===== src/hw/rtl/ngga_pkg.sv =====
`timescale 1ns / 1ps
`default_nettype none

package ngga_pkg;

   localparam int unsigned TIME_W = 32;
   localparam int unsigned SAT_W  = 7;

   localparam logic [SAT_W-1:0]  SAT_MAX            = 7'd99;
   localparam logic [TIME_W-1:0] FIX_HOLD_RESET     = 32'd900000;
   localparam logic [TIME_W-1:0] SEARCH_LIMIT_RESET = 32'd3600000;
   localparam logic [SAT_W-1:0]  SAT_THRESH_RESET   = 7'd4;

   typedef enum logic [1:0] {
      CSR_FIX_HOLD     = 2'd0,
      CSR_SEARCH_LIMIT = 2'd1,
      CSR_SAT_THRESH   = 2'd2
   } csr_index_type;

   typedef enum logic [1:0] {
      STATUS_SEARCHING = 2'd0,
      STATUS_DONE      = 2'd1,
      STATUS_TIMEOUT   = 2'd2
   } status_type;

   typedef struct packed {
      logic [TIME_W-1:0] fix_hold_ms;
      logic [TIME_W-1:0] search_limit_ms;
      logic [SAT_W-1:0]  sat_threshold;
   } cfg_type;

   // a gga sentence that ended with enough fields
   typedef struct packed {
      logic             valid;
      logic [SAT_W-1:0] sats;
   } report_type;

   typedef struct packed {
      status_type       status;
      logic [SAT_W-1:0] sat_count;
      logic             sat_updated;
   } result_type;

endpackage

`default_nettype wire


===== src/hw/rtl/ngga_line_parser.sv =====
`timescale 1ns / 1ps
`default_nettype none

module ngga_line_parser (
   input  wire logic               clock,
   input  wire logic               reset,
   input  wire logic               parse_en,
   input  wire logic [7:0]         rx_byte,
   output ngga_pkg::report_type    report
);

   localparam logic [2:0] PREFIX_LEN  = 3'd6;
   localparam logic [3:0] DELIM_MAX   = 4'd15;
   localparam logic [3:0] SAT_FIELD   = 4'd7;
   localparam logic [3:0] MIN_DELIMS  = 4'd8;

   localparam logic [7:0] CHAR_COMMA   = 8'h2C;
   localparam logic [7:0] CHAR_NL      = 8'h0A;
   localparam logic [7:0] CHAR_SPACE   = 8'h20;
   localparam logic [7:0] CHAR_TAB     = 8'h09;
   localparam logic [7:0] CHAR_VTAB    = 8'h0B;
   localparam logic [7:0] CHAR_FF      = 8'h0C;
   localparam logic [7:0] CHAR_CR      = 8'h0D;
   localparam logic [7:0] CHAR_PLUS    = 8'h2B;
   localparam logic [7:0] CHAR_MINUS   = 8'h2D;
   localparam logic [7:0] CHAR_ZERO    = 8'h30;
   localparam logic [7:0] CHAR_NINE    = 8'h39;

   typedef enum logic [1:0] {
      NUM_SKIP    = 2'd0,
      NUM_DIGITS  = 2'd1,
      NUM_STOPPED = 2'd2
   } num_phase_type;

   function automatic logic [7:0] prefix_char(input logic [2:0] pos);
      logic [7:0] ch;
      unique case (pos)
         3'd0:    ch = 8'h24;  // $
         3'd1:    ch = 8'h47;  // G
         3'd2:    ch = 8'h50;  // P
         3'd3:    ch = 8'h47;  // G
         3'd4:    ch = 8'h47;  // G
         3'd5:    ch = 8'h41;  // A
         default: ch = 8'h00;
      endcase
      return ch;
   endfunction

   logic [2:0]                 pos_ff, pos_in;
   logic                       match_ff, match_in;
   logic [3:0]                 delim_ff, delim_in;
   num_phase_type              phase_ff, phase_in;
   logic                       neg_ff, neg_in;
   logic [ngga_pkg::SAT_W-1:0] value_ff, value_in;

   logic                       is_delim, is_nl, is_digit, is_blank, is_sign;
   logic [9:0]                 acc_wide;
   logic [ngga_pkg::SAT_W-1:0] acc_sat;

   always_comb begin
      is_nl    = (rx_byte == CHAR_NL);
      is_delim = (rx_byte == CHAR_COMMA) || is_nl;
      is_digit = (rx_byte >= CHAR_ZERO) && (rx_byte <= CHAR_NINE);
      is_blank = (rx_byte == CHAR_SPACE) || (rx_byte == CHAR_TAB) || (rx_byte == CHAR_VTAB)
              || (rx_byte == CHAR_FF) || (rx_byte == CHAR_CR);
      is_sign  = (rx_byte == CHAR_PLUS) || (rx_byte == CHAR_MINUS);
      // value*10 + digit, digit value sits in the low nibble of an ascii digit
      acc_wide = ({3'b000, value_ff} << 3) + ({3'b000, value_ff} << 1) + {6'b0, rx_byte[3:0]};
      acc_sat  = (acc_wide > {3'b000, ngga_pkg::SAT_MAX}) ? ngga_pkg::SAT_MAX : acc_wide[6:0];
   end

   always_comb begin
      pos_in   = pos_ff;
      match_in = match_ff;
      delim_in = delim_ff;
      phase_in = phase_ff;
      neg_in   = neg_ff;
      value_in = value_ff;
      report   = '0;

      if (pos_ff < PREFIX_LEN) begin
         if (rx_byte != prefix_char(pos_ff)) begin
            match_in = 1'b0;
         end
         pos_in = pos_ff + 3'd1;
      end

      if (is_delim) begin
         if (delim_ff != DELIM_MAX) begin
            delim_in = delim_ff + 4'd1;
         end
      end else if (delim_ff == SAT_FIELD) begin
         unique case (phase_ff)
            NUM_SKIP: begin
               priority if (is_blank) begin
                  phase_in = NUM_SKIP;
               end else if (is_sign) begin
                  neg_in   = (rx_byte == CHAR_MINUS);
                  phase_in = NUM_DIGITS;
               end else if (is_digit) begin
                  phase_in = NUM_DIGITS;
                  value_in = acc_sat;
               end else begin
                  phase_in = NUM_STOPPED;
               end
            end
            NUM_DIGITS: begin
               if (is_digit) begin
                  value_in = acc_sat;
               end else begin
                  phase_in = NUM_STOPPED;
               end
            end
            default: begin
               phase_in = phase_ff;
            end
         endcase
      end

      if (is_nl) begin
         report.valid = parse_en && match_in && (pos_in >= PREFIX_LEN)
                     && (delim_in >= MIN_DELIMS);
         report.sats  = neg_in ? '0 : value_in;
         // newline starts a fresh line
         pos_in   = '0;
         match_in = 1'b1;
         delim_in = '0;
         phase_in = NUM_SKIP;
         neg_in   = 1'b0;
         value_in = '0;
      end
   end

   always_ff @(posedge clock) begin
      if (reset) begin
         pos_ff   <= '0;
         match_ff <= 1'b1;
         delim_ff <= '0;
         phase_ff <= NUM_SKIP;
         neg_ff   <= 1'b0;
         value_ff <= '0;
      end else if (parse_en) begin
         pos_ff   <= pos_in;
         match_ff <= match_in;
         delim_ff <= delim_in;
         phase_ff <= phase_in;
         neg_ff   <= neg_in;
         value_ff <= value_in;
      end
   end

endmodule

`default_nettype wire


===== src/hw/rtl/ngga_fix_tracker.sv =====
`timescale 1ns / 1ps
`default_nettype none

module ngga_fix_tracker (
   input  wire logic                  clock,
   input  wire logic                  reset,
   input  wire logic                  step,
   input  wire logic                  action,
   input  wire ngga_pkg::cfg_type     cfg,
   input  wire ngga_pkg::report_type  report,
   output logic                       parse_en,
   output ngga_pkg::result_type       result
);

   localparam logic [ngga_pkg::TIME_W-1:0] TIME_MAX = '1;

   ngga_pkg::status_type              status_ff, status_in;
   logic [ngga_pkg::TIME_W-1:0]       elapsed_ff, elapsed_in;
   logic [ngga_pkg::TIME_W-1:0]       fix_start_ff, fix_start_in;
   logic                              fix_seen_ff, fix_seen_in;
   logic [ngga_pkg::SAT_W-1:0]        last_sats_ff, last_sats_in;

   logic                              searching;
   logic                              limit_hit;
   logic [ngga_pkg::TIME_W-1:0]       elapsed_inc;
   logic [ngga_pkg::TIME_W-1:0]       held_ms;

   always_comb begin
      searching   = (status_ff == ngga_pkg::STATUS_SEARCHING);
      limit_hit   = (elapsed_ff >= cfg.search_limit_ms);
      elapsed_inc = (elapsed_ff == TIME_MAX) ? elapsed_ff
                                             : elapsed_ff + ngga_pkg::TIME_W'(1);
      held_ms     = elapsed_ff - fix_start_ff;
      // a byte that finds the limit already reached is dropped
      parse_en    = step && searching && !action && !limit_hit;
   end

   always_comb begin
      status_in    = status_ff;
      elapsed_in   = elapsed_ff;
      fix_start_in = fix_start_ff;
      fix_seen_in  = fix_seen_ff;
      last_sats_in = last_sats_ff;

      if (searching) begin
         priority if (action) begin
            elapsed_in = elapsed_inc;
            if (elapsed_inc >= cfg.search_limit_ms) begin
               status_in = ngga_pkg::STATUS_TIMEOUT;
            end
         end else if (limit_hit) begin
            status_in = ngga_pkg::STATUS_TIMEOUT;
         end else if (report.valid) begin
            last_sats_in = report.sats;
            if (report.sats > cfg.sat_threshold) begin
               if (!fix_seen_ff) begin
                  fix_seen_in  = 1'b1;
                  fix_start_in = elapsed_ff;
               end else if (held_ms >= cfg.fix_hold_ms) begin
                  status_in = ngga_pkg::STATUS_DONE;
               end
            end
         end else begin
            status_in = status_ff;
         end
      end

      result.status      = status_in;
      result.sat_count   = last_sats_in;
      result.sat_updated = report.valid;
   end

   always_ff @(posedge clock) begin
      if (reset) begin
         status_ff    <= ngga_pkg::STATUS_SEARCHING;
         elapsed_ff   <= '0;
         fix_start_ff <= '0;
         fix_seen_ff  <= 1'b0;
         last_sats_ff <= '0;
      end else if (step) begin
         status_ff    <= status_in;
         elapsed_ff   <= elapsed_in;
         fix_start_ff <= fix_start_in;
         fix_seen_ff  <= fix_seen_in;
         last_sats_ff <= last_sats_in;
      end
   end

endmodule

`default_nettype wire


===== src/hw/rtl/nmea_gga_satellite_fix_monitor.sv =====
`timescale 1ns / 1ps
`default_nettype none

// GGA satellite fix monitor. Each transaction on req_ is either one received
// NMEA byte or one millisecond tick, and yields exactly one rsp_ transaction
// with the search status, the latest reported satellite count and a flag for
// a GGA sentence that ended on this item. Throughput is one transaction per
// clock: an item goes through an input register, one pass of parse and
// timer logic, and a result register that drives rsp_, and the input side
// stalls only while the result register holds a response that rsp_ready
// has not taken. Registers on csr_ are to be written by the user only while
// no transaction is in flight; the block itself does not enforce this.
module nmea_gga_satellite_fix_monitor (
   input  wire logic                           clock,
   input  wire logic                           reset,
   input  wire logic                           req_valid,
   output logic                                req_ready,
   input  wire logic                           req_action,
   input  wire logic [7:0]                     req_rx_byte,
   output logic                                rsp_valid,
   input  wire logic                           rsp_ready,
   output logic [1:0]                          rsp_status,
   output logic [ngga_pkg::SAT_W-1:0]          rsp_sat_count,
   output logic                                rsp_sat_updated,
   input  wire logic                           csr_we,
   input  wire logic [1:0]                     csr_index,
   input  wire logic [ngga_pkg::TIME_W-1:0]    csr_wdata
);

   ngga_pkg::cfg_type     cfg_ff;
   logic                  in_valid_ff;
   logic                  in_action_ff;
   logic [7:0]            in_byte_ff;
   logic                  out_valid_ff;
   ngga_pkg::result_type  out_ff;

   logic                  advance;
   logic                  parse_en;
   ngga_pkg::report_type  report;
   ngga_pkg::result_type  result;

   assign advance   = in_valid_ff && (!out_valid_ff || rsp_ready);
   assign req_ready = !in_valid_ff || advance;

   always_ff @(posedge clock) begin
      if (reset) begin
         cfg_ff.fix_hold_ms     <= ngga_pkg::FIX_HOLD_RESET;
         cfg_ff.search_limit_ms <= ngga_pkg::SEARCH_LIMIT_RESET;
         cfg_ff.sat_threshold   <= ngga_pkg::SAT_THRESH_RESET;
      end else if (csr_we) begin
         unique case (csr_index)
            ngga_pkg::CSR_FIX_HOLD:     cfg_ff.fix_hold_ms     <= csr_wdata;
            ngga_pkg::CSR_SEARCH_LIMIT: cfg_ff.search_limit_ms <= csr_wdata;
            ngga_pkg::CSR_SAT_THRESH:   cfg_ff.sat_threshold   <= csr_wdata[ngga_pkg::SAT_W-1:0];
            default:                    cfg_ff                 <= cfg_ff;
         endcase
      end
   end

   always_ff @(posedge clock) begin
      if (reset) begin
         in_valid_ff <= 1'b0;
      end else if (req_ready) begin
         in_valid_ff <= req_valid;
      end
   end

   always_ff @(posedge clock) begin
      if (req_valid && req_ready) begin
         in_action_ff <= req_action;
         in_byte_ff   <= req_rx_byte;
      end
   end

   ngga_line_parser u_parser (
      .clock    (clock),
      .reset    (reset),
      .parse_en (parse_en),
      .rx_byte  (in_byte_ff),
      .report   (report)
   );

   ngga_fix_tracker u_tracker (
      .clock    (clock),
      .reset    (reset),
      .step     (advance),
      .action   (in_action_ff),
      .cfg      (cfg_ff),
      .report   (report),
      .parse_en (parse_en),
      .result   (result)
   );

   always_ff @(posedge clock) begin
      if (reset) begin
         out_valid_ff <= 1'b0;
      end else if (advance) begin
         out_valid_ff <= 1'b1;
      end else if (rsp_ready) begin
         out_valid_ff <= 1'b0;
      end
   end

   always_ff @(posedge clock) begin
      if (advance) begin
         out_ff <= result;
      end
   end

   assign rsp_valid       = out_valid_ff;
   assign rsp_status      = out_ff.status;
   assign rsp_sat_count   = out_ff.sat_count;
   assign rsp_sat_updated = out_ff.sat_updated;

endmodule

`default_nettype wire


===== config.mk =====
export PLATFORM = sky130hd
export DESIGN_NAME = nmea_gga_satellite_fix_monitor
export DESIGN_NICKNAME = d
export VERILOG_FILES = /design/src/hw/rtl/ngga_pkg.sv /design/src/hw/rtl/ngga_line_parser.sv /design/src/hw/rtl/ngga_fix_tracker.sv /design/src/hw/rtl/nmea_gga_satellite_fix_monitor.sv
export SDC_FILE = /design/constraint.sdc
export NUM_CORES = 1
export LEC_CHECK = 0
export ABC_AREA = 1
export BUFFER_PORTS_ARGS = -buffer_cell sky130_fd_sc_hd__buf_2
export CAP_MARGIN = 30
export CORE_ASPECT_RATIO = 1.25
export CORE_MARGIN = 8
export CORE_UTILIZATION = 50
export DETAILED_ROUTE_END_ITERATION = 10
export HOLD_SLACK_MARGIN = 0.15
export PLACE_DENSITY = 0.67
export REMOVE_ABC_BUFFERS = 1
export SLEW_MARGIN = 30
export SYNTH_ARGS = -nofsm -noshare
export SYNTH_HDL_FRONTEND = slang
export SYNTH_SLANG_ARGS = --single-unit

===== constraint.sdc =====
create_clock -name clock -period 5.25 [get_ports clock]
set_input_delay 1.05 -clock clock [delete_from_list [all_inputs] [get_ports clock]]
set_output_delay 1.05 -clock clock [all_outputs]
set_load 0.005 [all_outputs]

==> impl_results.html, run 1 <==
<table>
<tr><th>Metric</th><th>Value</th></tr>
<tr><th colspan="2">GRT</th></tr>
<tr><td>Wire length of the first global-routing pass</td><td>63,070 um</td></tr>
<tr><td>Aggregate global routing overflow</td><td>0</td></tr>
<tr><td>Pin count of the biggest net entering global routing</td><td>65</td></tr>
<tr><td>All-layer global routing usage</td><td>24.45%</td></tr>
<tr><td>Antenna violations before repair</td><td>0</td></tr>
<tr><td>Vias in the first global route</td><td>12,200</td></tr>
<tr><th colspan="2">Setup path</th></tr>
<tr><td>Endpoint of the worst-slack reg-to-reg timing path</td><td>u_tracker.fix_start_ff[2]$_SDFFE_PP0P_</td></tr>
<tr><td>End point of the critical path</td><td>u_tracker.fix_start_ff[2]$_SDFFE_PP0P_</td></tr>
<tr><td>Kind of end point of the critical path</td><td>flip-flop</td></tr>
<tr><td>CP required</td><td>5600 ps</td></tr>
<tr><td>Class of the most critical setup path</td><td>reg -&gt; reg</td></tr>
<tr><td>Timing startpoint of the critical path</td><td>in_byte_ff[3]$_DFFE_PP_</td></tr>
<tr><td>Category of the worst setup path launch point</td><td>flip-flop</td></tr>
<tr><td>Length in cells of the worst reg-to-reg path</td><td>26</td></tr>
<tr><td>Maximum fanout along the worst path</td><td>64</td></tr>
<tr><td>R2R Setup Slk</td><td>590 ps</td></tr>
<tr><td>Worst reg2reg path startpoint</td><td>in_byte_ff[3]$_DFFE_PP_</td></tr>
<tr><td>Data arrival at the endpoint of the critical path</td><td>5010 ps</td></tr>
<tr><th colspan="2">Timing</th></tr>
<tr><td>Actual slew at the worst max-slew pin</td><td>771.1 ps</td></tr>
<tr><td>Worst slew margin</td><td>48.12%</td></tr>
<tr><td>Max Clock Skew</td><td>14.83 ps</td></tr>
<tr><td>Max Slew Vio Count</td><td>0</td></tr>
<tr><td>Timing-limited maximum frequency</td><td>214.7 MHz</td></tr>
<tr><td>Count of final hold-check violations</td><td>0</td></tr>
<tr><td>Hold slack final</td><td>465.3 ps</td></tr>
<tr><td>Number of setup violations in the final report</td><td>0</td></tr>
<tr><td>Final cycle utilization of the critical path</td><td>88.72%</td></tr>
<tr><td>Shortest period the worst path allows</td><td>4658 ps</td></tr>
<tr><td>Unrepaired setup endpoints after global routing</td><td>no</td></tr>
<tr><th colspan="2">Routing</th></tr>
<tr><td>Vias</td><td>12,990</td></tr>
<tr><td>Number of search-and-repair iterations in the first detailed-routing pass</td><td>6</td></tr>
<tr><td>Final Routed Wirelength</td><td>39,440 um</td></tr>
<tr><td>Per-cell via count in the routed design</td><td>5.403</td></tr>
<tr><td>Drt initial violations</td><td>919</td></tr>
<tr><td>Remaining DRCs</td><td>0</td></tr>
<tr><td>Final antenna-violating net count</td><td>0</td></tr>
<tr><td>WL/cell</td><td>16.41 um</td></tr>
<tr><th colspan="2">Power and ir drop</th></tr>
<tr><td>Total power per unit cell area</td><td>257.9 nW/um^2</td></tr>
<tr><td>VDD IR-drop max</td><td>0.2160 mV</td></tr>
<tr><td>Total power of the final layout</td><td>3.780 mW</td></tr>
<tr><td>Leakage power total</td><td>7.304 nW</td></tr>
<tr><th colspan="2">Cells and area</th></tr>
<tr><td>Final Instance Count excl. Fillers</td><td>2,404</td></tr>
<tr><td>Antenna diode count</td><td>0</td></tr>
<tr><td>Layout cells sized above 1</td><td>6.459%</td></tr>
<tr><td>Layout area overhead</td><td>8.934%</td></tr>
<tr><td>Count of nets after finishing</td><td>2,250</td></tr>
<tr><th colspan="2">CTS</th></tr>
<tr><td>Post-cts resize count</td><td>0</td></tr>
<tr><td>Post-CTS Repair Setup Buffers</td><td>0</td></tr>
<tr><td>Clock input transition at the sequential cells of the worst setup and hold paths</td><td>80 ps</td></tr>
<tr><td>Worst-skew pair later-pin latency</td><td>460 ps</td></tr>
<tr><td>Num Clock Sinks</td><td>184</td></tr>
<tr><td>Number of buffers inserted for hold repair after clock tree synthesis</td><td>0</td></tr>
<tr><td>Bufs on Longest Clock Path</td><td>2</td></tr>
<tr><td>H-tree lvl count</td><td>4</td></tr>
<tr><td>Clock tree from TritonCTS</td><td>done</td></tr>
<tr><td>Cell at the root of the clock tree</td><td>sky130_fd_sc_hd__clkbuf_16</td></tr>
<tr><td>Num CTS Buffers</td><td>17</td></tr>
<tr><th colspan="2">Yosys</th></tr>
<tr><td>Synth warnings</td><td>0</td></tr>
<tr><td>Library cell with the largest summed area after synthesis</td><td>sky130_fd_sc_hd__dfxtp_1</td></tr>
<tr><td>Share of synthesized area occupied by flip-flops and latches</td><td>28.78%</td></tr>
<tr><td>Fraction of post-synthesis cell area in the top cell type by area</td><td>24.54%</td></tr>
<tr><td>Mapped Cells</td><td>2,012</td></tr>
<tr><td>Synth cell types</td><td>44</td></tr>
<tr><td>Mapped cell area</td><td>13,460 um^2</td></tr>
<tr><td>Count of state elements after synthesis</td><td>184</td></tr>
<tr><td>Leading post-synthesis cells by cell area</td><td>sky130_fd_sc_hd__dfxtp_1, sky130_fd_sc_hd__ha_1, sky130_fd_sc_hd__nand2_1</td></tr>
<tr><td>Post-Syn Area per Cell</td><td>6.689 um^2</td></tr>
<tr><th colspan="2">Floorplanning</th></tr>
<tr><td>I/O pins</td><td>60</td></tr>
<tr><td>Core Box Area</td><td>26,660 um^2</td></tr>
<tr><td>Initial standard-cell utilization of the core</td><td>50.48%</td></tr>
<tr><td>Width of the die</td><td>162.7 um</td></tr>
<tr><td>Area of the die</td><td>32,450 um^2</td></tr>
<tr><td>Height of the chip</td><td>199.4 um</td></tr>
<tr><td>Rows</td><td>67</td></tr>
<tr><th colspan="2">Placement</th></tr>
<tr><td>Sum of net half-perimeters after detailed placement</td><td>31,040 um</td></tr>
<tr><td>Placed Instances</td><td>2,371</td></tr>
<tr><td>Weighted congestion reported at the end of routability-driven placement</td><td>0.9108</td></tr>
<tr><td>Port Buf Inserts</td><td>59</td></tr>
<tr><th colspan="2">Worst hold path</th></tr>
<tr><td>Worst Hold Class</td><td>reg -&gt; reg</td></tr>
<tr><th colspan="2">Run status</th></tr>
<tr><td>Run status</td><td>complete, no violations</td></tr>
<tr><th colspan="2">Job</th></tr>
<tr><td>Max-capacitance violation count</td><td>0</td></tr>
</table>
synthesized netlist by cell type, drive strengths merged:
library cell / number
a211oi: 1
a21o: 4
a21oi: 236
a22oi: 1
a31o: 1
a31oi: 4
buf: 20
clkbuf: 38
clkinv: 1
dfxtp: 165
edfxtp: 19
fa: 3
ha: 153
inv: 324
mux2i: 1
nand2: 471
nand3: 105
nand4: 24
nor2: 178
nor3: 32
nor3b: 1
nor4: 9
o211ai: 27
o21a: 5
o21ai: 123
o21bai: 6
o221ai: 2
o41ai: 1
xnor2: 6
xor2: 51
worst min-delay path by stage:
stage	start	end	slack, ps	depth (start not counted)
after CTS	cfg_ff[60]$_SDFFE_PP0P_	cfg_ff[60]$_SDFFE_PP0P_	470	2
after global routing	cfg_ff[65]$_SDFFE_PP0P_	cfg_ff[65]$_SDFFE_PP0P_	490	2
after detailed placement	cfg_ff[60]$_SDFFE_PP0P_	cfg_ff[60]$_SDFFE_PP0P_	450	2
after floorplan	cfg_ff[1]$_SDFFE_PP0P_	cfg_ff[1]$_SDFFE_PP0P_	440	2
after global placement	cfg_ff[60]$_SDFFE_PP0P_	cfg_ff[60]$_SDFFE_PP0P_	450	2
final	cfg_ff[63]$_SDFFE_PP0P_	cfg_ff[63]$_SDFFE_PP0P_	470	2
cell usage in the layout, fill, tap and decap left out, drive strengths merged, types with 2 or more instances in the layout:
master,Yosys,final
buf,20,73
nor2,178,178
nand4,24,24
o21a,5,5
a21o,4,4
nor4,9,9
edfxtp,19,19
a31oi,4,4
o21ai,123,123
dfxtp,165,165
clkinv,1,8
xor2,51,51
a21oi,236,236
ha,153,153
o221ai,2,2
o211ai,27,27
nand3,105,105
nor3,32,32
fa,3,3
nand2,471,471
clkbuf,38,19
o21bai,6,6
xnor2,6,6
inv,324,330
worst max-delay path: stages, from the launching register on:
cell and delay, ps:
sky130_fd_sc_hd__edfxtp_1 480, sky130_fd_sc_hd__inv_1 120, sky130_fd_sc_hd__fa_1 530, sky130_fd_sc_hd__fa_1 450, sky130_fd_sc_hd__inv_1 100, sky130_fd_sc_hd__nand2_1 70
sky130_fd_sc_hd__nand2_1 60, sky130_fd_sc_hd__nand3_1 80, sky130_fd_sc_hd__nand3_1 100, sky130_fd_sc_hd__nor2_1 40, sky130_fd_sc_hd__nor2_1 320, sky130_fd_sc_hd__nand3_1 140
sky130_fd_sc_hd__nand2_1 90, sky130_fd_sc_hd__nand2_1 60, sky130_fd_sc_hd__nand3_1 100, sky130_fd_sc_hd__inv_1 60, sky130_fd_sc_hd__ha_1 300, sky130_fd_sc_hd__nand4_1 140
sky130_fd_sc_hd__inv_1 80, sky130_fd_sc_hd__nand2_1 50, sky130_fd_sc_hd__a22oi_1 300, sky130_fd_sc_hd__nand2_1 160, sky130_fd_sc_hd__nor2_4 140, sky130_fd_sc_hd__buf_12 280
sky130_fd_sc_hd__nand3_1 120, sky130_fd_sc_hd__nand2_1 90, sky130_fd_sc_hd__nor2_1 50
sequential cells by signal, indices dropped and copies added (netlist names):
register                count
u_tracker.fix_start_ff     32
u_parser.phase_ff           2
u_parser.pos_ff             3
u_parser.delim_ff           4
rsp_sat_updated             1
in_action_ff                1
rsp_valid                   1
rsp_sat_count               7
in_byte_ff                  8
u_tracker.elapsed_ff       32
u_parser.value_ff           7
u_parser.neg_ff             1
u_tracker.last_sats_ff      7
in_valid_ff                 1
rsp_status                  2
u_parser.match_ff           1
u_tracker.fix_seen_ff       1
u_tracker.status_ff         2
cfg_ff                     71
layer usage:
| metal | GRT usage [%] | up-vias | routed length (um) |
|---|---|---|---|
| met4 | 12.01 | 0 | 1740 |
| met5 | 0 | - | 0 |
| li1 | - | 6619 | - |
| met3 | 3.586 | 71 | 1955 |
| met2 | 42.08 | 332 | 18730 |
| met1 | 29.32 | 5968 | 17010 |
metrics by stage:
stage	worst slack [ps]	area, um^2	setup TNS [ps]	util [%]
6_report	592.1	14660	0	54.99
5_1_grt	56.02	14660	0	54.99
4_1_cts	622.4	14630	0	54.89
3_5_place_dp	646.2	14050	0	52.72
3_3_place_gp	805.3	14050	0	52.72
2_1_floorplan	-421.2	13190	-13480	-
power breakdown:
part	total (mW)	internal (mW)	switching [mW]
sequential	1.51	1.47	0.0430
clock	1.30	0.644	0.655
combinational	0.967	0.344	0.623
cell type report:
cell class | instances | area (um^2)
fillers | 2688 | 12000
flip-flops and latches | 184 | 3874
inverters | 325 | 1220
repair buffers | 73 | 445.4
clock inverters | 13 | 136.4
clock buffers | 19 | 442.9
well taps | 345 | 431.7
multi-input cells | 1445 | 8110
kinds of logic after synthesis:
family                   count (synthesis)  synth area share [%]
AO/OA/AOI/OAI                          411                 16.25
XOR/XNOR                                57                 3.710
buffers and inverters                  383                 11.04
multiplexers                             1               0.07438
adder cells (fa/ha/maj)                156                 14.67
AND/OR/NAND/NOR                        820                 25.46
flip-flops                             184                 28.78
No activity file was read; power rests on OpenSTA's default activity.
==> run 2, diff against run 1 <==
SYNTH_HIERARCHICAL = 1   (was not set)
==> impl_results.html, run 2 <==
<table>
<tr><th>Metric</th><th>Value</th></tr>
<tr><th colspan="2">Run status</th></tr>
<tr><td>Run status</td><td>complete, no violations</td></tr>
<tr><th colspan="2">Yosys</th></tr>
<tr><td>Most frequent cell after synthesis</td><td>sky130_fd_sc_hd__nand2_1</td></tr>
<tr><td>Asr flop ratio synth</td><td>0%</td></tr>
<tr><td>Synth cell types</td><td>57</td></tr>
<tr><td>Leading post-synthesis cells by cell area</td><td>sky130_fd_sc_hd__dfxtp_1, sky130_fd_sc_hd__ha_1, sky130_fd_sc_hd__nand2_1</td></tr>
<tr><td>Number of flops mapped to enable cells by yosys</td><td>19</td></tr>
<tr><td>Synth warnings</td><td>6</td></tr>
<tr><td>Library cell with the largest summed area after synthesis</td><td>sky130_fd_sc_hd__dfxtp_1</td></tr>
<tr><td>Post-Syn Area per Cell</td><td>6.657 um^2</td></tr>
<tr><td>Share of synthesized area occupied by flip-flops and latches</td><td>28.07%</td></tr>
<tr><td>List of most frequent post-synthesis cells</td><td>sky130_fd_sc_hd__nand2_1, sky130_fd_sc_hd__inv_1, sky130_fd_sc_hd__nor2_1</td></tr>
<tr><td>Fraction of post-synthesis cell area in the top cell type by area</td><td>23.93%</td></tr>
<tr><td>Mapped cell area</td><td>13,800 um^2</td></tr>
<tr><td>Ys flop type</td><td>sky130_fd_sc_hd__dfxtp_1</td></tr>
<tr><td>Count of state elements after synthesis</td><td>184</td></tr>
<tr><td>Mapped Cells</td><td>2,073</td></tr>
<tr><th colspan="2">Setup path</th></tr>
<tr><td>Critical path, cell by cell</td><td>fa_1 -&gt; inv_1 -&gt; fa_1 -&gt; inv_1 -&gt; nand2_1 -&gt; nand2_1 -&gt; nand4_1 -&gt; nand3_1 -&gt; nand3_1 -&gt; nor2_4 -&gt; nand2_1 -&gt; nand2_1 -&gt; nand2_1 -&gt; nor2_1 -&gt; ha_1 -&gt; nand4_1 -&gt; nor3_1 -&gt; a21oi_1 -&gt; nand2_1 -&gt; nor2_2 -&gt; buf_4 -&gt; nand3_1 -&gt; nand2_1 -&gt; nor2_1</td></tr>
<tr><td>Category of the worst setup path launch point</td><td>flip-flop</td></tr>
<tr><td>Cell type of the slowest stage on the worst timing path</td><td>sky130_fd_sc_hd__fa_1</td></tr>
<tr><td>Dominant cell type by count on the critical path</td><td>sky130_fd_sc_hd__nand2_1</td></tr>
<tr><td>Number of buffers and inverters on the critical path</td><td>3</td></tr>
<tr><td>Kind of end point of the critical path</td><td>flip-flop</td></tr>
<tr><td>Critical path's largest stage delay</td><td>610 ps</td></tr>
<tr><td>CP required</td><td>5580 ps</td></tr>
<tr><td>Dominant delay contributor by cell family on the critical path</td><td>simple AND/OR/NAND/NOR gates</td></tr>
<tr><td>Length in cells of the worst reg-to-reg path</td><td>24</td></tr>
<tr><td>Logic depth of the worst setup path including buffers</td><td>24</td></tr>
<tr><td>Maximum fanout along the worst path</td><td>33</td></tr>
<tr><td>Data arrival at the endpoint of the critical path</td><td>4850 ps</td></tr>
<tr><td>Class of the most critical setup path</td><td>reg -&gt; reg</td></tr>
<tr><th colspan="2">CTS</th></tr>
<tr><td>Post-CTS Repair Setup Buffers</td><td>0</td></tr>
<tr><td>Num Clock Sinks</td><td>184</td></tr>
<tr><td>Bufs on Longest Clock Path</td><td>2</td></tr>
<tr><td>Cell at the root of the clock tree</td><td>sky130_fd_sc_hd__clkbuf_16</td></tr>
<tr><td>Clock tree from TritonCTS</td><td>done</td></tr>
<tr><td>H-tree lvl count</td><td>4</td></tr>
<tr><td>Num CTS Buffers</td><td>17</td></tr>
<tr><td>Number of buffers inserted for hold repair after clock tree synthesis</td><td>0</td></tr>
<tr><td>Post-cts resize count</td><td>0</td></tr>
<tr><td>Worst-skew pair later-pin latency</td><td>450 ps</td></tr>
<tr><td>Clock input transition at the sequential cells of the worst setup and hold paths</td><td>70 ps</td></tr>
<tr><th colspan="2">Timing</th></tr>
<tr><td>Count of final hold-check violations</td><td>0</td></tr>
<tr><td>Max Slew Vio Count</td><td>0</td></tr>
<tr><td>Number of setup violations in the final report</td><td>0</td></tr>
<tr><td>Hold slack final</td><td>458.2 ps</td></tr>
<tr><td>Max Clock Skew</td><td>12.98 ps</td></tr>
<tr><td>Summed negative setup slack over all endpoints</td><td>0 ps</td></tr>
<tr><td>PnR worst setup slack</td><td>731.9 ps</td></tr>
<tr><td>Final cycle utilization of the critical path</td><td>86.06%</td></tr>
<tr><td>Worst slew margin</td><td>49.18%</td></tr>
<tr><td>Unrepaired setup endpoints after global routing</td><td>no</td></tr>
<tr><td>Timing-limited maximum frequency</td><td>221.3 MHz</td></tr>
<tr><td>Actual slew at the worst max-slew pin</td><td>762.2 ps</td></tr>
<tr><td>Shortest period the worst path allows</td><td>4518 ps</td></tr>
<tr><th colspan="2">Floorplanning</th></tr>
<tr><td>Initial standard-cell utilization of the core</td><td>50.37%</td></tr>
<tr><td>Height of the chip</td><td>201.7 um</td></tr>
<tr><td>Area of the die</td><td>33,210 um^2</td></tr>
<tr><td>Rows</td><td>68</td></tr>
<tr><td>I/O pins</td><td>60</td></tr>
<tr><td>Width of the die</td><td>164.6 um</td></tr>
<tr><td>Core Box Area</td><td>27,400 um^2</td></tr>
<tr><th colspan="2">Cells and area</th></tr>
<tr><td>Commonest non-fill, non-tap cells in the layout</td><td>sky130_fd_sc_hd__nand2_1, sky130_fd_sc_hd__inv_1, sky130_fd_sc_hd__nor2_1, sky130_fd_sc_hd__a21oi_1, sky130_fd_sc_hd__dfxtp_1</td></tr>
<tr><td>Antenna diode count</td><td>0</td></tr>
<tr><td>Layout cells sized above 1</td><td>7.042%</td></tr>
<tr><td>Core occupancy in the finished layout</td><td>54.13%</td></tr>
<tr><td>Post-Layout Inst Area</td><td>14,830 um^2</td></tr>
<tr><td>Registers with the most flip-flops</td><td>cfg_ff (71), u_tracker/elapsed_ff (32), u_tracker/fix_start_ff (32)</td></tr>
<tr><td>Count of nets after finishing</td><td>2,308</td></tr>
<tr><td>Register ranked first by flip-flop count</td><td>cfg_ff</td></tr>
<tr><td>Final Instance Count excl. Fillers</td><td>2,466</td></tr>
<tr><td>Layout area overhead</td><td>7.462%</td></tr>
<tr><td>Flip-flop count of the largest register, all copies and words added</td><td>71</td></tr>
<tr><td>Commonest non-fill, non-tap cell in the layout</td><td>sky130_fd_sc_hd__nand2_1</td></tr>
<tr><th colspan="2">Routing</th></tr>
<tr><td>WL/cell</td><td>15.93 um</td></tr>
<tr><td>Remaining DRCs</td><td>0</td></tr>
<tr><td>Number of search-and-repair iterations in the first detailed-routing pass</td><td>6</td></tr>
<tr><td>Drt initial violations</td><td>950</td></tr>
<tr><td>Per-cell via count in the routed design</td><td>5.368</td></tr>
<tr><td>Final antenna-violating net count</td><td>0</td></tr>
<tr><td>Vias</td><td>13,240</td></tr>
<tr><td>Final Routed Wirelength</td><td>39,290 um</td></tr>
<tr><th colspan="2">Power and ir drop</th></tr>
<tr><td>Leakage power total</td><td>7.665 nW</td></tr>
<tr><td>VDD IR-drop max</td><td>0.1761 mV</td></tr>
<tr><td>Total power per unit cell area</td><td>249.9 nW/um^2</td></tr>
<tr><td>Total power of the final layout</td><td>3.706 mW</td></tr>
<tr><th colspan="2">Placement</th></tr>
<tr><td>Sum of net half-perimeters after detailed placement</td><td>30,740 um</td></tr>
<tr><td>Port Buf Inserts</td><td>59</td></tr>
<tr><td>Weighted congestion reported at the end of routability-driven placement</td><td>0.9430</td></tr>
<tr><td>Placement Setup Slack</td><td>755.3 ps</td></tr>
<tr><td>Placed Instances</td><td>2,434</td></tr>
<tr><td>Placed Area</td><td>14,300 um^2</td></tr>
<tr><th colspan="2">GRT</th></tr>
<tr><td>Vias in the first global route</td><td>12,480</td></tr>
<tr><td>Aggregate global routing overflow</td><td>0</td></tr>
<tr><td>All-layer global routing usage</td><td>23.68%</td></tr>
<tr><td>Pin count of the biggest net entering global routing</td><td>62</td></tr>
<tr><td>Antenna violations before repair</td><td>0</td></tr>
<tr><td>Wire length of the first global-routing pass</td><td>63,040 um</td></tr>
<tr><th colspan="2">Job</th></tr>
<tr><td>Max-capacitance violation count</td><td>0</td></tr>
<tr><th colspan="2">Worst hold path</th></tr>
<tr><td>Count of cells along the worst hold path</td><td>2</td></tr>
<tr><td>Worst Hold Class</td><td>reg -&gt; reg</td></tr>
</table>
## run 2: logic make-up after synthesis
family,Yosys count,synth area share [%]
AND/OR/NAND/NOR,983,31.00
buffers and inverters,405,11.70
AO/OA/AOI/OAI,285,11.03
flip-flops,184,28.07
adder cells (fa/ha/maj),157,14.40
XOR/XNOR,59,3.799
## run 2: final cells by class
type                       instances  area [um^2]
timing repair buffer              68        362.8
tap                              350        437.9
inverter                         348         1309
fill                            2801        12570
clock inverter                    13        98.84
multi-input combinational       1484         8315
sequential                       184         3874
clock buffer                      19        432.9
## run 2: metal layers
metal  vias up  part of all wire, %  wire length, um  track usage (%)
li1       6723                    -                -                -
met1      6084                   43            16850            28.85
met2       350                   49            19180            40.51
met3        80                  4.7             1850            3.394
met4         0                  3.6             1409            10.12
met5         -                    0                0                0
## run 2: worst register-to-register path, delay by kind of cell (launching register included)
family / cells / cell delay (ps)
buffers and inverters: 3 / 530
AND/OR/NAND/NOR: 17 / 1860
adder cells (fa/ha/maj): 3 / 1350
flip-flops: 1 / 530
AO/OA/AOI/OAI: 1 / 120
## run 2: path summary, 6_finish.rpt
check | startpoint | endpoint | slack [ps]
setup / recovery | in_byte_ff[3]$_DFFE_PP_ | u_tracker/fix_start_ff[12]$_SDFFE_PP0P_ | 730
hold reg to reg | cfg_ff[2]$_SDFFE_PP1P_ | cfg_ff[2]$_SDFFE_PP1P_ | 460
setup reg to reg | in_byte_ff[3]$_DFFE_PP_ | u_tracker/fix_start_ff[12]$_SDFFE_PP0P_ | 730
hold / removal | cfg_ff[2]$_SDFFE_PP1P_ | cfg_ff[2]$_SDFFE_PP1P_ | 460
## run 2: power by group
group / switching, mW / internal, mW
logic: 0.614 / 0.352
clock network: 0.596 / 0.610
registers: 0.0563 / 1.48
total: 1.27 / 2.44
